### config.mk
export PLATFORM = sky130hd
export DESIGN_NAME = jbnc_track
export DESIGN_NICKNAME = d
export VERILOG_FILES = /design/src/rtl/core/jbnc_pkg.sv /design/src/rtl/core/jbnc_track.sv
export SDC_FILE = /design/constraint.sdc
export NUM_CORES = 1
export LEC_CHECK = 0
export BUFFER_PORTS_ARGS = -buffer_cell sky130_fd_sc_hd__buf_2
export CAP_MARGIN = 15
export CORE_MARGIN = 2
export CORE_UTILIZATION = 65
export CTS_CLUSTER_SIZE = 8
export DETAILED_ROUTE_END_ITERATION = 16
export PLACE_DENSITY_LB_ADDON = 0.3
export REMOVE_ABC_BUFFERS = 1
export SLEW_MARGIN = 25
export SYNTH_ARGS = -nofsm -noshare
export SYNTH_HDL_FRONTEND = slang
export SYNTH_SLANG_ARGS = --single-unit
### constraint.sdc
create_clock -name clk -period 7.6 [get_ports clk]
set_input_delay 0.76 -clock clk [delete_from_list [all_inputs] [get_ports clk]]
set_output_delay 0.76 -clock clk [all_outputs]
set_load 0.03 [all_outputs]
### src/rtl/core/jbnc_pkg.sv
// Package: constants, types and helpers for the JSON bracket nesting checker.
`default_nettype none
package jbnc_pkg;

	localparam int MAX_DEPTH = 64;
	localparam int CNT_W     = $clog2(MAX_DEPTH + 1);
	localparam int DEPTH_W   = 7;
	localparam int WIDE_W    = CNT_W + DEPTH_W;

	localparam logic [7:0] CH_QUOTE    = 8'h22;
	localparam logic [7:0] CH_OPEN_SQ  = 8'h5B;
	localparam logic [7:0] CH_CLOSE_SQ = 8'h5D;
	localparam logic [7:0] CH_OPEN_CU  = 8'h7B;
	localparam logic [7:0] CH_CLOSE_CU = 8'h7D;

	localparam logic KIND_SQ = 1'b0;
	localparam logic KIND_CU = 1'b1;

	localparam logic [CNT_W-1:0]   CNT_FULL  = CNT_W'(MAX_DEPTH);
	localparam logic [WIDE_W-1:0]  DEPTH_SAT = WIDE_W'((1 << DEPTH_W) - 1);

	typedef struct packed {
		logic                mismatch;
		logic                overflow;
		logic [DEPTH_W-1:0]  nest_depth;
		logic                inside_string;
		logic                doc_end;
	} status_t;

	function automatic logic [DEPTH_W-1:0] sat_depth(input logic [CNT_W-1:0] cnt);
		logic [WIDE_W-1:0] wide;
		wide = {{DEPTH_W{1'b0}}, cnt};
		if (wide > DEPTH_SAT)
			wide = DEPTH_SAT;
		return wide[DEPTH_W-1:0];
	endfunction

endpackage
`default_nettype wire

### src/rtl/core/jbnc_track.sv
// Bracket tracker: string flag, shift-register stack, count and sticky flags.
`default_nettype none
module jbnc_track
	import jbnc_pkg::*;
(
	input  wire logic        clk,
	input  wire logic        arst_n,
	input  wire logic        take,
	input  wire logic [7:0]  byte_in,
	input  wire logic        last_byte,
	output status_t          status
);

	logic [MAX_DEPTH-1:0] stack_q;
	logic [CNT_W-1:0]     count_q;
	logic                 str_q;
	logic                 mis_q;
	logic                 ovf_q;

	logic [MAX_DEPTH-1:0] stack_d;
	logic [CNT_W-1:0]     count_d;
	logic                 str_d;
	logic                 mis_d;
	logic                 ovf_d;
	logic                 is_open;
	logic                 is_close;
	logic                 kind;

	always_comb begin
		stack_d  = stack_q;
		count_d  = count_q;
		str_d    = str_q;
		mis_d    = mis_q;
		ovf_d    = ovf_q;
		is_open  = (byte_in == CH_OPEN_SQ) || (byte_in == CH_OPEN_CU);
		is_close = (byte_in == CH_CLOSE_SQ) || (byte_in == CH_CLOSE_CU);
		kind     = (byte_in == CH_OPEN_CU) || (byte_in == CH_CLOSE_CU) ? KIND_CU : KIND_SQ;
		if (byte_in == CH_QUOTE) begin
			str_d = !str_q;
		end else if (!str_q) begin
			if (is_open) begin
				if (count_q == CNT_FULL) begin
					ovf_d = 1'b1;
				end else begin
					stack_d = {stack_q[MAX_DEPTH-2:0], kind};
					count_d = count_q + CNT_W'(1);
				end
			end else if (is_close) begin
				if (count_q == '0 || stack_q[0] != kind) begin
					mis_d = 1'b1;
				end else begin
					stack_d = {1'b0, stack_q[MAX_DEPTH-1:1]};
					count_d = count_q - CNT_W'(1);
				end
			end
		end
		status.mismatch      = mis_d;
		status.overflow      = ovf_d;
		status.nest_depth    = sat_depth(count_d);
		status.inside_string = str_d;
		status.doc_end       = last_byte;
	end

	always_ff @(posedge clk) begin
		if (take)
			stack_q <= stack_d;
	end

	always_ff @(posedge clk or negedge arst_n) begin
		if (!arst_n) begin
			count_q <= '0;
			str_q   <= 1'b0;
			mis_q   <= 1'b0;
			ovf_q   <= 1'b0;
		end else if (take) begin
			if (last_byte) begin
				count_q <= '0;
				str_q   <= 1'b0;
				mis_q   <= 1'b0;
				ovf_q   <= 1'b0;
			end else begin
				count_q <= count_d;
				str_q   <= str_d;
				mis_q   <= mis_d;
				ovf_q   <= ovf_d;
			end
		end
	end

endmodule
`default_nettype wire

After elaboration in Yosys (flattened, before gate mapping)
Index checks and enable logic that the tools add are counted.
- input port bits: 12
- output and inout port bits: 11
- flip-flop bits (word level): 74
- equality and inequality tests: 9
- multiplexer cells: 25
- bitwise operators: 2
- add/sub/neg operators: 2
- reduce and logical (&&, ||, !) cells: 8
- operators by type and width (cell ; number):
    2-to-1 mux 64 bit ; 4
    2-to-1 mux 7 bit ; 7
    == test 8 x 7 -> 1 bit, second input constant ; 4
    2-to-1 mux 1 bit ; 14
    == test 8 x 6 -> 1 bit, second input constant ; 1
    adder 7 x 1 -> 7 bit, second input constant ; 1
    == test 7 bit, second input constant ; 1
    logical NOT 7 bit ; 1
    subtractor 7 x 1 -> 7 bit, second input constant ; 1
    AND reduction 6 bit ; 1
    logical OR 1 bit ; 4
    inequality test 2 bit, second input constant ; 2
    inverter 1 bit ; 2
    nonzero test 2 bit ; 1
    logical NOT 1 bit ; 1
    inequality test 1 bit ; 1

Depth between registers and ports, before layout
Gate-level depths: netlist of the first run.
- word-level depth: 11
- gate-level depth with buffers: 8

Least setup slack after synthesis of the first run
No wires, ideal clock.
- path kind: in2reg
- start point: input byte_in[7]
- end point: register stack_q[0], enable pin
- setup time: 0.419 ns
- setup slack: 4.297 ns
- stages on the path: 4
- arrival time: 2.885 ns
- cells stage by stage: and4bb_1 -> nand2_1 -> a21oi_1 -> o211a_1
- cells in the longest elaborated chain, start to end: 7
- elaborated cells on any way between the ends: 16
- ends and longest elaborated chain (element ; RTL line ; text):
    start: declaration ; jbnc_track.sv:9 ; input wire logic [7:0] byte_in,
    == test 8 x 7 -> 1 bit, on equally long branches ; jbnc_track.sv:35, jbnc_track.sv:37, jbnc_track.sv:36 ;
    logical OR 1 bit ; jbnc_track.sv:37 ; kind = (byte_in == CH_OPEN_CU) || (byte_in == CH_CLOSE_CU) ? KIND_CU : KIND_SQ;
    2-to-1 mux 1 bit ; jbnc_track.sv:37 ;
    inequality test 1 bit ; jbnc_track.sv:49 ; if (count_q == '0 || stack_q[0] != kind) begin
    logical OR 1 bit ; jbnc_track.sv:49 ;
    inequality test 2 bit (no source line) ; n/a ;
    AND reduction 6 bit (no source line) (*) ; n/a ;
    end signal: assignment ; jbnc_track.sv:66 ; stack_q <= stack_d;
    end: declaration ; jbnc_track.sv:14 ; logic [MAX_DEPTH-1:0] stack_q;
Every way passes the cells marked *; elsewhere a longest branch is shown, timed or not.
A chain may end at the register's enable or synchronous reset.

==> results.md, run 1 <==
- Worst-skew pair later-pin latency: about 350 ps
- IR drop worst, VDD: 0.116 mV
- Sequential area share after synthesis: 0.576
- Met2 usage: 0.350
- Ranking of synthesized cells by area: edfxtp_1 (51%), nand2_1 (20%), dfrtp_1 (6.6%)
- Yosys warnings: 0
- N_diodes: 0
- Initial drt markers: ~350
- Max Cap Viol: 0
- Power share of the sequential group: 0.594
- Endpoint type of the worst setup path: output port
- Share of layout cells above drive strength 1: 0.117
- Status: finished, final reports clean
- M1 GR Usage: 0.347
- GR peak layer: met2
- Gr usage total: 0.238
- Post-synth EDFFs: 64
- Leak pwr: around 1.7 nW
- Worst setup path endpoint: status[2]
- Post-synth ARST share: 0.135
- Die height: approximately 80 um
- TritonCTS clock tree: yes
- Final cell count without fillers: slightly below 500
- Tcrit/Tclk final: 0.468
- Nets@finish: approximately 430
- CP bufs+invs: 2
- Met3 usage in global routing: 0.0348
- Mapped Cells: roughly 400
- CORE AREA: ~5500 um^2
- First-pass GRT wire length: 11.7 mm
- Slew margin rel.: 0.429
- Antenna-violating nets left: 0
- Initial antenna violation count: 0
- Mapped Area: roughly 3800 um^2
- Global route total overflow: 0
- Post-CTS Hold Buffers: 0
- Fin. Hold Viols: 0
- Primary FF master, synth: edfxtp_1
- Clk_skew: between 10 and 15 ps
- DRC violations left: 0
- Worst endpoint data arrival time: 2800 ps
- Clock group share of total power: 0.356
- Largest net degree at the start of global routing: between 70 and 80
- Internal power: between 0.0005 and 0.0006 W
- Vias: 2718
- Placement Setup Slack: between 3000 and 4000 ps
- Die W: between 80 and 90 um
- Top-area cell type share of the netlist area: 0.510
- DRT Wirelength: slightly below 7 mm
- Die area: around 6400 um^2
- Initial Util: 0.680
- Worst Path Required: 6840 ps
- Setup CP Type: flop to output port
- Root buffer cell: clkbuf_8
- Hold Slack: 260 ps
- Worst r2r src: count_q[0]$_DFFE_PN0P_
- Detail Placement HPWL: ~4.3 mm
- Slowest cell on crit path: or4b_4
- Comb pwr share: 0.050
- Cell depth of the worst setup path: 8
- Buffers added on ports: 22
- RSZ-0062 raised after global routing: false
- Slew Viols, Final: 0
- Final Setup Violations: 0
- Area delta synth->final: 7.07%
- H-tree depth: 3
- Synth top cells by count: nand2_1 (204), edfxtp_1 (64), clkbuf_1 (11)
- Worst Setup SP: count_q[0]$_DFFE_PN0P_
- Top Family by Delay on Critical Path: simple AND/OR/NAND/NOR gates
- FF+latch count, synth: 74
- Crit path launch type: flop
- Crit path max fanout: 7
- Tightest Hold Check Type: input port to async pin
- Number of global-route vias before repair: 2512
- Clock transition at path regs: around 80 ps
- Post-synth cell types: 54
- Net Sw Power: 0.000172 W
- Final setup margin: a little over 4000 ps
- Wire per inst: ~14 um
- Count leader, synth: nand2_1
- Reg-to-reg endpoint: stack_q[18]$_DFFE_PP_
- Clock buffer count from CTS: 9
- Rows: 27
- Sw Ratio: 0.232
- Global placer's final weighted congestion: around 0.86
- CTS sink cnt: 74
- Reg-to-reg slack, setup: 4520 ps
- Via/cell ratio: 5.55
- Tightest Pin Transition: 857 ps
- R2R cell count: 7
- Avg Inst Size Synth: 9.37 um^2
- CTS resizes: 0
- Max Clock Freq: around 280 MHz
- Placed instance count: ~470
- I/O pins: 23
- CTS Buffer Depth: 2
- Setup TNS: 0 ps
- Worst path cell trace: inv_1 -> ha_1 -> or4b_4 -> or3_4 -> and3_4 -> o21ai_2 -> xnor2_1 -> buf_2
- PwrDens: ~180 nW/um^2
- Tot Pwr: between 0.0007 and 0.0008 W
- Delay of the slowest cell on the worst path: approximately 490 ps
- Yosys top cell by area: edfxtp_1
- Minimum clock period: approximately 3600 ps
- Setup bufs post-CTS: 0
- Drt pass-1 iters: 4
-- metal layers --
| metal | vias up | part of all wire |
|---|---|---|
| li1 | 1378 | - |
| met1 | 1252 | 0.48 |
| met2 | 76 | 0.46 |
| met3 | 12 | 0.046 |
| met4 | 0 | 0.021 |
| met5 | - | 0 |
-- power groups by stage --
stage	clock, W	sequential [W]	combinational, W
global route	0.000281	0.000440	0.0000413
CTS	0.000268	0.000440	0.0000365
global placement	0	0.000449	0.0000352
finish	0.000264	0.000440	0.0000368
detailed placement	0	0.000449	0.0000363
floorplan	0	0.000448	0.0000232
-- final cells by class --
cell class / instances / area, um^2
clock buffers: 11 / 131
fillers: 417 / 1510
repair buffers: 25 / 133
flip-flops and latches: 74 / 2170
multi-input cells: 299 / 1460
inverters: 4 / 15.0
clock inverters: 5 / 31.3
well taps: 72 / 90.1
-- layout by cell type (no fill, tap or decap), types with 3 or more instances in the layout --
| cell type | count |
|---|---|
| nand2_1 | 203 |
| edfxtp_1 | 64 |
| buf_2 | 22 |
| dfrtp_1 | 10 |
| nor2_1 | 9 |
| clkbuf_8 | 9 |
| a21oi_1 | 8 |
| o21ai_1 | 6 |
| and3_1 | 5 |
| nor2b_1 | 5 |
| xnor2_1 | 4 |
| inv_1 | 4 |
| or3_1 | 3 |
| nand4_1 | 3 |
| a21o_1 | 3 |
| o21ai_0 | 3 |
| ha_1 | 3 |
| buf_4 | 3 |
-- stage by stage --
| step | cell area (um^2) | utilization |
|---|---|---|
| after floorplan | 3650 | - |
| after global placement | 3870 | 0.699 |
| after detailed placement | 3870 | 0.699 |
| after CTS | 4040 | 0.728 |
| after global routing | 4040 | 0.728 |
| final | 4040 | 0.728 |
-- worst min path at each step --
stage / startpoint / depth (start not counted) / endpoint
2_1_floorplan: arst_n / 0 / count_q[0]$_DFFE_PN0P_
5_1_grt: arst_n / 1 / mis_q$_DFFE_PN0P_
3_5_place_dp: stack_q[32]$_DFFE_PP_ / 2 / stack_q[33]$_DFFE_PP_
4_1_cts: arst_n / 1 / mis_q$_DFFE_PN0P_
3_3_place_gp: stack_q[1]$_DFFE_PP_ / 2 / stack_q[2]$_DFFE_PP_
6_report: arst_n / 1 / count_q[5]$_DFFE_PN0P_
-- cells by family after synthesis --
logic type / after synthesis / share of synthesized area
muxes: 2 / 0.00564
AOI/OAI and AO/OA: 38 / 0.0744
adders and majority gates: 3 / 0.00996
and+or+nand+nor: 250 / 0.283
buffers and inverters: 29 / 0.0365
DFF: 74 / 0.576
xor gates and xnor gates: 6 / 0.0139
-- sequential cells by signal (all words and copies together) (netlist names) --
signal and cells:
count_q 7, str_q 1, stack_q 64, ovf_q 1, mis_q 1
-- worst register-to-register path: cells and delay by family (launching register included) --
kind	cells	cell delay [ps]
AO/OA/AOI/OAI	2	1000
adder cells (fa/ha/maj)	1	260
buffers and inverters	2	690
flip-flops	1	470
AND/OR/NAND/NOR	2	280
Note: power is estimated with default switching activity, not from simulation.
==> run 2: changes to the inputs <==
--- a/config.mk
+++ b/config.mk
@@ -5,10 +5,11 @@
 export SDC_FILE = /design/constraint.sdc
 export NUM_CORES = 1
 export LEC_CHECK = 0
+export ABC_AREA = 1
 export BUFFER_PORTS_ARGS = -buffer_cell sky130_fd_sc_hd__buf_2
 export CAP_MARGIN = 15
 export CORE_MARGIN = 2
-export CORE_UTILIZATION = 65
+export CORE_UTILIZATION = 60
 export CTS_CLUSTER_SIZE = 8
 export DETAILED_ROUTE_END_ITERATION = 16
 export PLACE_DENSITY_LB_ADDON = 0.3
==> constraint.sdc (replaced) <==
create_clock -name clk -period 3.4 [get_ports clk]
set_input_delay 0.34 -clock clk [delete_from_list [all_inputs] [get_ports clk]]
set_output_delay 0.34 -clock clk [all_outputs]
set_load 0.03 [all_outputs]
==> run 2 against run 1 <==
Net effect:
- register-to-register slack lost 3600 ps
- critical endpoint is now status[5]
- critical path type unchanged
- synthesized cell count grew 11%
- largest power group unchanged
- clock skew shrank 3.7 ps
- final area grew 1.8%
- via count grew 5.3%
- global-route usage shrank 3.1 points
- clock power grew to 2.6 times the previous value
- non-clock buffer count grew 2
- critical path depth grew 4
==> results.md, run 2 <==
- Status: finished, final reports clean
- Slew margin rel.: 0.475
- First-pass GRT wire length: 11.6 mm
- Global placer's final weighted congestion: 0.888
- Drt pass-1 iters: 5
- Synth top cells by count: nand2_1 (239), edfxtp_1 (64), inv_1 (28)
- Largest net degree at the start of global routing: 70
- Vias: approximately 2.9k
- Clk_skew: roughly 10 ps
- Die W: approximately 83 um
- Final Setup Violations: 0
- Post-synth ARST share: 0.135
- Final cell count without fillers: 543
- CTS sink cnt: 74
- Gr usage total: 0.207
- Share of layout cells above drive strength 1: 0.122
- Fin. Hold Viols: 0
- Util after Layout: 0.686
- Sw Ratio: 0.222
- Root buffer cell: clkbuf_8
- Global route total overflow: 0
- Post-synth EDFFs: 64
- Clock transition at path regs: about 80 ps
- Worst Path Required: 3060 ps
- M1 GR Usage: 0.293
- DRT Wirelength: a little under 7 mm
- Hold Slack: roughly 230 ps
- PwrDens: ~420 nW/um^2
- H-tree depth: 3
- Internal power: 0.00133 W
- Endpoint type of the worst setup path: output port
- Leak pwr: roughly 1.9 nW
- Count leader, synth: nand2_1
- Fill cells: roughly 470
- Top Registers: stack_q x64, count_q x7
- Minimum clock period: roughly 2700 ps
- Yosys warnings: 0
- Detail Placement HPWL: 4.43 mm
- Setup CP Type: flop to output port
- Slew Viols, Final: 0
- CTS Buffer Depth: 2
- RSZ-0062 raised after global routing: false
- Sequential area share after synthesis: 0.576
- Worst-skew pair later-pin latency: between 300 and 400 ps
- Worst path cell trace: inv_1 -> ha_1 -> inv_1 -> nor3_4 -> nand2_2 -> nand3_2 -> nor2_2 -> nand3_1 -> nand3_1 -> nand2_1 -> nand2_1 -> buf_2
- Power share of the sequential group: 0.569
- Crit path launch type: flop
- Largest Register: stack_q
- N_diodes: 0
- Delay of the slowest cell on the worst path: roughly 410 ps
- Yosys top cell by area: edfxtp_1
- Net Sw Power: roughly 0.00038 W
- Crit path max fanout: 5
- Die area: just under 7000 um^2
- Commonest cells after routing, fill and taps aside: nand2_1 (239), edfxtp_1 (64), inv_1 (27)
- Rows: 28
- TritonCTS clock tree: yes
- Met2 usage: 0.312
- R2R cell count: 9
- Max FFs per register: 64
- Tightest Pin Transition: between 700 and 800 ps
- Mapped Area: 3770 um^2
- Comb pwr share: 0.025
- Area delta synth->final: 8.96%
- Tightest Hold Check Type: input port to flop
- Post-synth cell types: 30
- Via/cell ratio: 5.27
- Avg Inst Size Synth: around 8.5 um^2
- GR peak layer: met2
- Mapped Cells: ~450
- FF+latch count, synth: 74
- IR drop worst, VDD: ~0.27 mV
- Cell area after layout: between 4000 and 5000 um^2
- Leading cell type in the layout, fill and taps excluded: nand2_1
- Clock group share of total power: 0.405
- Tcrit/Tclk final: 0.784
- Worst Setup SP: count_q[0]$_DFFE_PN0P_
- Dpl cell area: between 3000 and 4000 um^2
- Primary FF master, synth: edfxtp_1
- Hold Crit Depth: 2
- Nets@finish: around 480
- CORE AREA: between 5000 and 6000 um^2
- Ranking of synthesized cells by area: edfxtp_1 (51%), nand2_1 (24%), dfrtp_1 (6.6%)
- Slowest cell on crit path: dfrtp_1
- Initial drt markers: between 200 and 300
- Worst endpoint data arrival time: ~2300 ps
- Met3 usage in global routing: 0.0398
- Top-area cell type share of the netlist area: 0.510
- Placed instance count: roughly 530
- Die height: 83.3 um
- Antenna-violating nets left: 0
- Worst r2r src: count_q[0]$_DFFE_PN0P_
- Max Cap Viol: 0
- Initial antenna violation count: 0
- Max Clock Freq: 375 MHz
- Clock buffer count from CTS: 9
- Number of global-route vias before repair: ~2.6k
- Initial Util: 0.629
- HP Start: take
- I/O pins: 23
- Buffers added on ports: 22
- Wire per inst: ~13 um
- DRC violations left: 0
==> run 2: changes by cell type in the layout (fill, tap and decap cells not counted), moves of 4 or more <==
cell     change
o21ai_0      +8
nand2_1     +36
nand3_1     +12
nor2_1       +9
and3_1       -5
nor2b_1      -5
inv_1       +23
nand2_2      +4
==> run 2: worst paths after layout <==
check | slack (ps) | endpoint
worst max-delay path | 730 | status[5]
worst min-delay path | 230 | count_q[6]$_DFFE_PN0P_
worst max register to register | 930 | stack_q[6]$_DFFE_PP_
worst min register to register | 530 | stack_q[62]$_DFFE_PP_
max in group asynchronous | 2810 | count_q[6]$_DFFE_PN0P_
min in group asynchronous | 380 | ovf_q$_DFFE_PN0P_
==> run 2: metrics by stage <==
step | setup slack (ps) | total power, W | TNS (ps)
global route | 501 | 0.00177 | 0
floorplan | -1170 | 0.00102 | -75000
detailed placement | 936 | 0.00104 | 0
finish | 734 | 0.00171 | 0
global placement | 1010 | 0.00104 | 0
CTS | 730 | 0.00173 | 0
==> run 2: power groups by stage <==
stage	logic, W	clock network (W)	registers, W
final	0.0000436	0.000694	0.000975
after global placement	0.0000417	0	0.000995
after CTS	0.0000436	0.000708	0.000975
after detailed placement	0.0000425	0	0.000995
after global routing	0.0000490	0.000745	0.000975
after floorplan	0.0000236	0	0.000995
==> run 2: cells by family (layout without fill, tap and decap cells) <==
family | Yosys count | count (layout) | synth area share
XOR/XNOR | 2 | 2 | 0.00664
buffers and inverters | 49 | 72 | 0.0577
AO/OA/AOI/OAI | 24 | 24 | 0.0322
flip-flops | 74 | 74 | 0.576
AND/OR/NAND/NOR | 293 | 293 | 0.317
adder cells (fa/ha/maj) | 3 | 3 | 0.00996
==> run 2: layout make-up <==
type                    instances  area [um^2]  share of cell area
flip-flops and latches         74         2170               0.529
multi-input cells             322         1380               0.336
well taps                      75         93.8              0.0228
repair buffers                 27          150              0.0366
inverters                      29          109              0.0265
clock inverters                 7         77.6              0.0189
clock buffers                   9          124              0.0302
==> run 2: critical path, delay by kind of cell, from the launching register on <==
family / cells / cell delay, ps
adders and majority gates: 1 / 230
and+or+nand+nor: 8 / 890
DFF: 1 / 410
buffers and inverters: 3 / 450
==> run 2: metal layers <==
layer / wire length [um] / vias to the layer above
li1: - / 1454
met1: 3200 / 1316
met2: 3230 / 78
met3: 321 / 15
met4: 143 / 0
met5: 0 / -
==> run 2: timing repair <==
action / 4_1_cts / 5_1_grt
resized for setup: 0 / 0
hold buffers: 1 / 0
setup buffers: 0 / 0
hold endpoints to repair: 10 / 0
==> run 3: changes to the inputs <==
==> constraint.sdc (replaced) <==
create_clock -name clk -period 2.71 [get_ports clk]
set_input_delay 0.271 -clock clk [delete_from_list [all_inputs] [get_ports clk]]
set_output_delay 0.271 -clock clk [all_outputs]
set_load 0.03 [all_outputs]
==> run 3 against run 2 <==
Net effect:
- global-route usage is 1.2 points higher
- worst hold slack got worse by 48 ps
- count of clock-buffer cells in the layout did not move
- critical path depth decreased by 2
- power increased by 22%
- sequential share of layout area fell by 0.15 points
- clock skew fell by 3.8 ps
- critical endpoint is now status[2]
- highest routed layer unchanged
==> results.md, run 3 (synthesized netlist as in run 2, its figures left out) <==
- Status: finished, final reports clean
- Setup bufs post-CTS: 0
- Gr usage total: 0.219
- Setup TNS: 0 ps
- Delay of the slowest cell on the worst path: approximately 440 ps
- I/O pins: 23
- Crit path max fanout: 5
- Vias: 2909
- Register area: roughly 2200 um^2
- Drt pass-1 iters: 5
- Slowest cell on crit path: dfrtp_2
- Commonest cells after routing, fill and taps aside: nand2_1 (239), edfxtp_1 (64), inv_1 (26)
- Number of global-route vias before repair: 2760
- DRC violations left: 0
- Worst r2r src: count_q[1]$_DFFE_PN0P_
- Via/cell ratio: around 5.3
- Placement Setup Slack: 259 ps
- DRT Wirelength: around 7.0 mm
- Initial drt markers: between 200 and 300
- CTS Buffer Depth: 2
- Final cell count without fillers: 544
- Die height: 83.3 um
- Tcrit/Tclk final: 0.923
- Minimum clock period: ~2500 ps
- Setup CP Type: flop to output port
- Die W: 83.3 um
- First-pass GRT wire length: roughly 12 mm
- Initial Util: 0.629
- CORE AREA: ~6000 um^2
- Endpoint type of the worst setup path: output port
- Tightest Hold Check Type: input port to flop
- Top cell by count, worst path: nand2_2
- RSZ-0062 raised after global routing: false
- Detail Placement HPWL: 4.77 mm
- Die area: approximately 6900 um^2
- N_diodes: 0
- Top Family by Delay on Critical Path: simple AND/OR/NAND/NOR gates
- Leak pwr: ~1.9 nW
- Wire per inst: 12.9 um
- Rows: 28
- Slew margin rel.: 0.589
- Top Registers: stack_q x64, count_q x7
- Worst endpoint data arrival time: 2230 ps
- Fin. Hold Viols: 0
- Max Clock Freq: 400 MHz
- Crit path launch type: flop
- Final Setup Violations: 0
- Worst-skew pair later-pin latency: ~350 ps
- IR drop worst, VDD: between 0.3 and 0.4 mV
- Nets@finish: 480
- Worst path cell trace: inv_2 -> ha_1 -> inv_1 -> nor3_4 -> nand2_2 -> nand3_2 -> nand2_2 -> nand2_2 -> xor2_2 -> buf_2
- Initial antenna violation count: 0
- Global route total overflow: 0
- Hold Slack: 178 ps
- Cell area after layout: about 4100 um^2
- Share of layout cells above drive strength 1: 0.126
- Multi-input logic area: between 1000 and 1500 um^2
- Fill cells: ~480
- Antenna-violating nets left: 0
- Area delta synth->final: 9.39%
- H-tree depth: 3
- TritonCTS clock tree: yes
- Worst Path Required: roughly 2400 ps
- PwrDens: 507 nW/um^2
- Worst Setup SP: count_q[0]$_DFFE_PN0P_
- Placed instance count: 528
- Final setup margin: around 210 ps
- Global placer's final weighted congestion: between 0.9 and 1
- Buffers added on ports: 22
- Largest net degree at the start of global routing: between 60 and 70
- Largest Register: stack_q
- Tightest Pin Transition: 615 ps
- Clock transition at path regs: 70 ps
- Slew Viols, Final: 0
- Clk_skew: 6.42 ps
- Leading cell type in the layout, fill and taps excluded: nand2_1
- Max Cap Viol: 0
- CTS sink cnt: 74
- Dpl cell area: around 3900 um^2
- Max FFs per register: 64
- HP Start: take
- Root buffer cell: clkbuf_8
- CP bufs+invs: 3
- Clock buffer count from CTS: 9
==> run 3: cell count changes in the layout (fill, tap and decap cells not counted) <==
cell,delta
clkinv_1,+2
dfrtp_2,+2
dfrtp_1,-2
inv_6,-2
nor2_2,-1
inv_2,+1
inv_1,-1
clkinv_4,-1
buf_4,+1
nor2_4,+1
buf_12,+1
==> run 3: routing by layer <==
metal  share of wire  global-route usage  routed length (um)
met2            0.47               0.326                3270
met1            0.46               0.312                3240
met5               0                   0                   0
met4           0.021              0.0999                 146
met3           0.051              0.0447                 360
==> run 3: path summary, 6_finish.rpt <==
path,end,slack [ps],cells after the start
setup reg to reg,stack_q[22]$_DFFE_PP_,270,9
min in group asynchronous,count_q[6]$_DFFE_PN0P_,320,2
max in group asynchronous,count_q[1]$_DFFE_PN0P_,2170,2
hold / removal,count_q[6]$_DFFE_PN0P_,180,2
setup / recovery,status[2],210,10
hold reg to reg,ovf_q$_DFFE_PN0P_,540,2
==> run 3: through the flow <==
step	util	total power [W]
after floorplan	-	0.00128
after global placement	0.655	0.00130
after detailed placement	0.655	0.00130
after CTS	0.687	0.00211
after global routing	0.688	0.00216
final	0.688	0.00209
==> run 3: worst register-to-register path, stage by stage (launching register included) <==
cell	delay, ps
dfrtp_2	420
inv_1	80
ha_1	200
inv_1	130
nor3_4	70
nand2_2	110
nand3_2	160
nand2_2	110
and3_2	520
buf_12	330
==> run 3: area by class of cell <==
class,count,area share
clock inverters,6,0.0143
multi-input cells,322,0.336
well taps,75,0.0228
clock buffers,9,0.0300
inverters,29,0.0264
flip-flops and latches,74,0.527
repair buffers,29,0.0431
==> run 3: where the power goes <==
part	total, W	internal, W	switching (W)
registers	0.00122	0.00122	0.000000685
clock network	0.000811	0.000413	0.000398
logic	0.0000564	0.0000180	0.0000384
total	0.00209	0.00165	0.000437
==> run 3: timing repair <==
item / in CTS / in global routing
hold buffers: 1 / 0
hold endpoints to repair: 10 / 0
setup endpoints to repair: 0 / 6
resized for setup: 0 / 4
